--- src/rtl/rrr_pkg.sv ---
// Shared constants and width helpers for the ray reflect/refract unit.
// No dependencies; every other file imports it.
package rrr_pkg;

	// field and datapath widths
	localparam int FIELD_W       = 20;
	localparam int FRAC_BITS_DEF = 16;
	localparam int PROD_W        = 2 * FIELD_W;
	localparam int DOT_W         = PROD_W + 2;
	localparam int PERP_W        = 32;
	localparam int SQ_W          = 2 * PERP_W;
	localparam int ROOT_W        = SQ_W / 2;
	localparam int ACC_W         = 64;

	// clamp bounds
	localparam longint FIELD_MAX = 64'sd524287;
	localparam longint FIELD_MIN = -64'sd524288;
	localparam longint PERP_MAX  = 64'sd2147483647;
	localparam longint PERP_MIN  = -64'sd2147483648;

	function automatic int imax(input int a, input int b);
		return (a > b) ? a : b;
	endfunction

	// width of the rounded dot product
	function automatic int d_w(input int f);
		return DOT_W + 1 - f;
	endfunction

	// width of the clamped cosine term
	function automatic int c_w(input int f);
		return imax(d_w(f) + 1, f + 2);
	endfunction

endpackage

--- src/rtl/rrr_isqrt.sv ---
// Pipelined integer square root, one result bit per stage.
// Depends on rrr_pkg.
module rrr_isqrt (
	input  logic                       clk,
	input  logic [rrr_pkg::SQ_W-1:0]   rad,
	output logic [rrr_pkg::ROOT_W-1:0] root
);
	import rrr_pkg::*;

	localparam int RW = 2 * ROOT_W;

	logic [RW-1:0] rem_q [ROOT_W];
	logic [RW-1:0] res_q [ROOT_W];

	for (genvar k = 0; k < ROOT_W; k++) begin : g_stage
		localparam logic [RW-1:0] BIT = {{(RW-1){1'b0}}, 1'b1} << (2 * (ROOT_W - 1 - k));
		logic [RW-1:0] rem_in;
		logic [RW-1:0] res_in;
		logic [RW-1:0] trial;

		if (k == 0) begin : g_first
			assign rem_in = rad;
			assign res_in = '0;
		end else begin : g_next
			assign rem_in = rem_q[k-1];
			assign res_in = res_q[k-1];
		end

		assign trial = res_in + BIT;

		// one compare-subtract step
		always_ff @(posedge clk) begin
			if (rem_in >= trial) begin
				rem_q[k] <= rem_in - trial;
				res_q[k] <= (res_in >> 1) + BIT;
			end else begin
				rem_q[k] <= rem_in;
				res_q[k] <= res_in >> 1;
			end
		end
	end

	assign root = res_q[ROOT_W-1][ROOT_W-1:0];

endmodule

--- config.mk ---
export PLATFORM = sky130hd
export DESIGN_NAME = rrr_isqrt
export DESIGN_NICKNAME = d
export VERILOG_FILES = /design/src/rtl/rrr_pkg.sv /design/src/rtl/rrr_isqrt.sv
export SDC_FILE = /design/constraint.sdc
export NUM_CORES = 2
export LEC_CHECK = 0
export BUFFER_PORTS_ARGS = -buffer_cell sky130_fd_sc_hd__buf_2
export CORE_ASPECT_RATIO = 0.75
export CORE_UTILIZATION = 50
export DETAILED_ROUTE_END_ITERATION = 7
export PLACE_DENSITY = 0.65
export SYNTH_ARGS = -nofsm -noshare
export SYNTH_HDL_FRONTEND = slang
export SYNTH_SLANG_ARGS = --single-unit
--- constraint.sdc ---
create_clock -name clk -period 4.05 [get_ports clk]
set_input_delay 0.6075 -clock clk [delete_from_list [all_inputs] [get_ports clk]]
set_output_delay 0.6075 -clock clk [all_outputs]
set_load 0.02 [all_outputs]
==> flow_summary.json <==
{
  "worstReg2RegStart": "res_q[1][588]",
  "synth.lib_cells_used.distinct": 89,
  "setup_violations": 0,
  "buffer_ports.inserted": 96,
  "largest_net_degree_at_the_start_of_global_routing": 59,
  "clk_pin_slew_worst_paths_ns": 0.07,
  "path_max_fanout": 37,
  "crit_path_start": "res_q[1][588]",
  "hold_violations": 0,
  "synthFlopType": "sky130_fd_sc_hd__dfxtp_1",
  "core_um2": 189000,
  "post_synthesis_async_set_or_reset_flop_share": 0,
  "drive_above_1_share": 0.0862,
  "dp_hpwl_mm": 211,
  "dr.first_iter.drc_count": 6621,
  "period_needed_ns": 3.86,
  "critPathRequiredTime_ns": 4.73,
  "start_util": 0.505,
  "grt.overflow.total": 0,
  "ys_seq_area_frac": 0.526,
  "gr-usage-all-layers": 0.271,
  "share_of_the_synthesized_area_in_the_top_cell_type": 0.526,
  "postSynthNetCount": 10232,
  "worstSetupStartpointType": "flip-flop",
  "gp_congestion": 0.940,
  "setup_repair_after_global_routing_missed_its_margin": "no",
  "grt_pass1_wl_mm": 406,
  "end_kind": "flip-flop",
  "crit_path_category": "flip-flop to flip-flop",
  "grt_antenna_before_repair": 28,
  "fin_nets": 10613,
  "dp.cells": 12215,
  "synthMostInstantiatedCell": "sky130_fd_sc_hd__dfxtp_1",
  "hold_path_class": "flip-flop to flip-flop",
  "route.final.wire_length_mm": 267,
  "clock.fmax_ghz": 0.259,
  "fin_crit_sh": 0.954,
  "syn-mean-instance-area_um2": 9.95,
  "timing.clock.skew_ns": 0.0745,
  "maxCapViolCount": 0,
  "yosys-top-cells-area": "sky130_fd_sc_hd__dfxtp_1 (53%), sky130_fd_sc_hd__ha_1 (7.3%), sky130_fd_sc_hd__xnor2_1 (4.8%)",
  "run_status": "complete, but fails checks",
  "die_area_um2": 193000,
  "p_leak_uw": 0.0492,
  "drtPass1Iterations": 8,
  "cts_num_sinks": 2512,
  "dieHeight_um": 381,
  "ir_drop_uv": 555,
  "whs_ns": 0.306,
  "clock_root_buffer": "sky130_fd_sc_hd__clkbuf_16",
  "route.detailed.vias_per_inst": 5.57,
  "syn2layout_area_growth_pct": 13.9,
  "synth_enable_flop_cells": 0,
  "detailroute.via_count": 70819,
  "yosys-top-cells-count": "sky130_fd_sc_hd__dfxtp_1 (2512), sky130_fd_sc_hd__inv_1 (688), sky130_fd_sc_hd__nor2_1 (663)",
  "synth.cell_area_um2": 95600,
  "yosysTopAreaCell": "sky130_fd_sc_hd__dfxtp_1",
  "chipWidth_um": 507,
  "min_from": "rem_q[1][141]",
  "drv_slew": 0,
  "worst_slew_pin_slew_ns": 1.25,
  "powerDensity_nw_per_um2": 729,
  "final_antenna_net_count": 0,
  "stdcell_count": 12717,
  "r2r_setup_slack_ns": 0.19,
  "final.fill_count": 16238,
  "floorplan.rows": 138,
  "cp_data_arrival_time_ns": 4.54,
  "cts_max_path_buffers": 3,
  "final.setup.tns_ns": 0,
  "worst_skew_pair.late_latency_ns": 0.90,
  "wl_per_cell_um": 21.0,
  "cts_htree_levels": 4,
  "grt_pass1_vias": 66491,
  "worst_slew_margin_rel": 0.157,
  "violations": "DRC",
  "remaining_drc_errors": 2,
  "io-pin-count": 97,
  "tritoncts.num_buffers": 229,
  "postSynthCellCount": 9609,
  "yosys_warnings": 0,
  "tritoncts": "built",
  "yosys_register_bits": 2512
}
layout by cell type (no fill, tap or decap), types with 32 or more instances in the layout:
master and n:
sky130_fd_sc_hd__nand2_1 590, sky130_fd_sc_hd__a21o_1 211, sky130_fd_sc_hd__o21bai_1 56, sky130_fd_sc_hd__inv_1 687, sky130_fd_sc_hd__buf_4 172, sky130_fd_sc_hd__o21ai_0 383, sky130_fd_sc_hd__ha_1 558, sky130_fd_sc_hd__clkbuf_16 229
sky130_fd_sc_hd__and2_1 32, sky130_fd_sc_hd__nand4_1 170, sky130_fd_sc_hd__and3_1 35, sky130_fd_sc_hd__dfxtp_1 2511, sky130_fd_sc_hd__nor2b_1 71, sky130_fd_sc_hd__or4_1 82, sky130_fd_sc_hd__nand3_1 177, sky130_fd_sc_hd__mux2_2 107
sky130_fd_sc_hd__xnor2_1 520, sky130_fd_sc_hd__xor2_1 365, sky130_fd_sc_hd__o31ai_1 43, sky130_fd_sc_hd__or2_2 38, sky130_fd_sc_hd__o21a_1 94, sky130_fd_sc_hd__or3_1 102, sky130_fd_sc_hd__nor2_1 661, sky130_fd_sc_hd__clkinv_2 40
sky130_fd_sc_hd__nor3_1 224, sky130_fd_sc_hd__nand3b_1 36, sky130_fd_sc_hd__clkbuf_1 36, sky130_fd_sc_hd__clkbuf_8 34, sky130_fd_sc_hd__a21oi_1 656, sky130_fd_sc_hd__nand2b_1 107, sky130_fd_sc_hd__nor4b_1 57, sky130_fd_sc_hd__nor4_1 331
sky130_fd_sc_hd__o211ai_1 41, sky130_fd_sc_hd__a211oi_1 48, sky130_fd_sc_hd__buf_2 96, sky130_fd_sc_hd__dlygate4sd3_1 64
state kept, by name, indices dropped and copies added (netlist names):
register,cells
rem_q,1984
res_q,528
kinds of logic after synthesis:
logic type      share of synthesized area
xor+xnor                           0.0811
simple gates                        0.154
buf+inv                            0.0353
mux                                0.0135
fa+ha+maj                          0.0730
flops                               0.526
compound gates                      0.117
power breakdown:
part | internal [uW] | total (uW) | switching, uW
combinational | 8960 | 20800 | 11800
sequential | 30300 | 36000 | 5660
clock | 12700 | 22500 | 9860
total | 52000 | 79300 | 27300
critical path: stages (launching register included):
cell and delay [ns]:
sky130_fd_sc_hd__dfxtp_1 0.44, sky130_fd_sc_hd__inv_1 0.07, sky130_fd_sc_hd__ha_1 0.32, sky130_fd_sc_hd__nor2b_1 0.17
sky130_fd_sc_hd__o31a_1 0.29, sky130_fd_sc_hd__o21bai_1 0.27, sky130_fd_sc_hd__a31oi_1 0.28, sky130_fd_sc_hd__or4_1 0.61
sky130_fd_sc_hd__nand3_1 0.20, sky130_fd_sc_hd__nand2_2 0.18, sky130_fd_sc_hd__buf_12 0.24, sky130_fd_sc_hd__buf_4 0.18
sky130_fd_sc_hd__a21oi_1 0.40
cell type report:
cell class | instances | area [um2] | area share
diodes | 12 | 30.0 | 0.000276
clock buffers | 299 | 6330 | 0.0582
clock inverters | 127 | 1740 | 0.0160
inverters | 693 | 2600 | 0.0239
multi-input cells | 6212 | 42100 | 0.387
flip-flops and latches | 2512 | 50300 | 0.462
well taps | 2520 | 3150 | 0.0290
repair buffers | 342 | 2610 | 0.0240
per-stage QoR:
stage	utilization	total power [uW]	setup slack, ns	instance area [um2]
floorplan	-	48500	0.745	95600
finish	0.575	79300	0.186	109000
global placement	0.529	56300	-0.404	100000
CTS	0.575	79100	0.0161	109000
global route	0.575	83300	0.00410	109000
detailed placement	0.529	56500	-0.348	100000
timing repair:
action,4_1_cts,5_1_grt
buffers inserted,0,0
hold buffers,64,0
endpoints found under the setup margin,50,83
resized for setup,3,15
endpoints found under the hold margin,64,0
worst paths after layout:
check / cells after the start / end
hold reg to reg: 0 / rem_q[1][205]
setup reg to reg: 12 / rem_q[1][661]
hold / removal: 0 / rem_q[1][205]
setup / recovery: 12 / rem_q[1][661]
layer usage:
layer	wire length, um	track usage	share of wire	vias to the layer above
met2	96200	0.344	0.36	2258
met3	23200	0.0620	0.087	294
li1	-	-	-	34306
met5	73	0	0.00027	-
met1	144000	0.452	0.54	33947
met4	3510	0.0442	0.013	14
No activity file was read; power rests on OpenSTA's default activity.
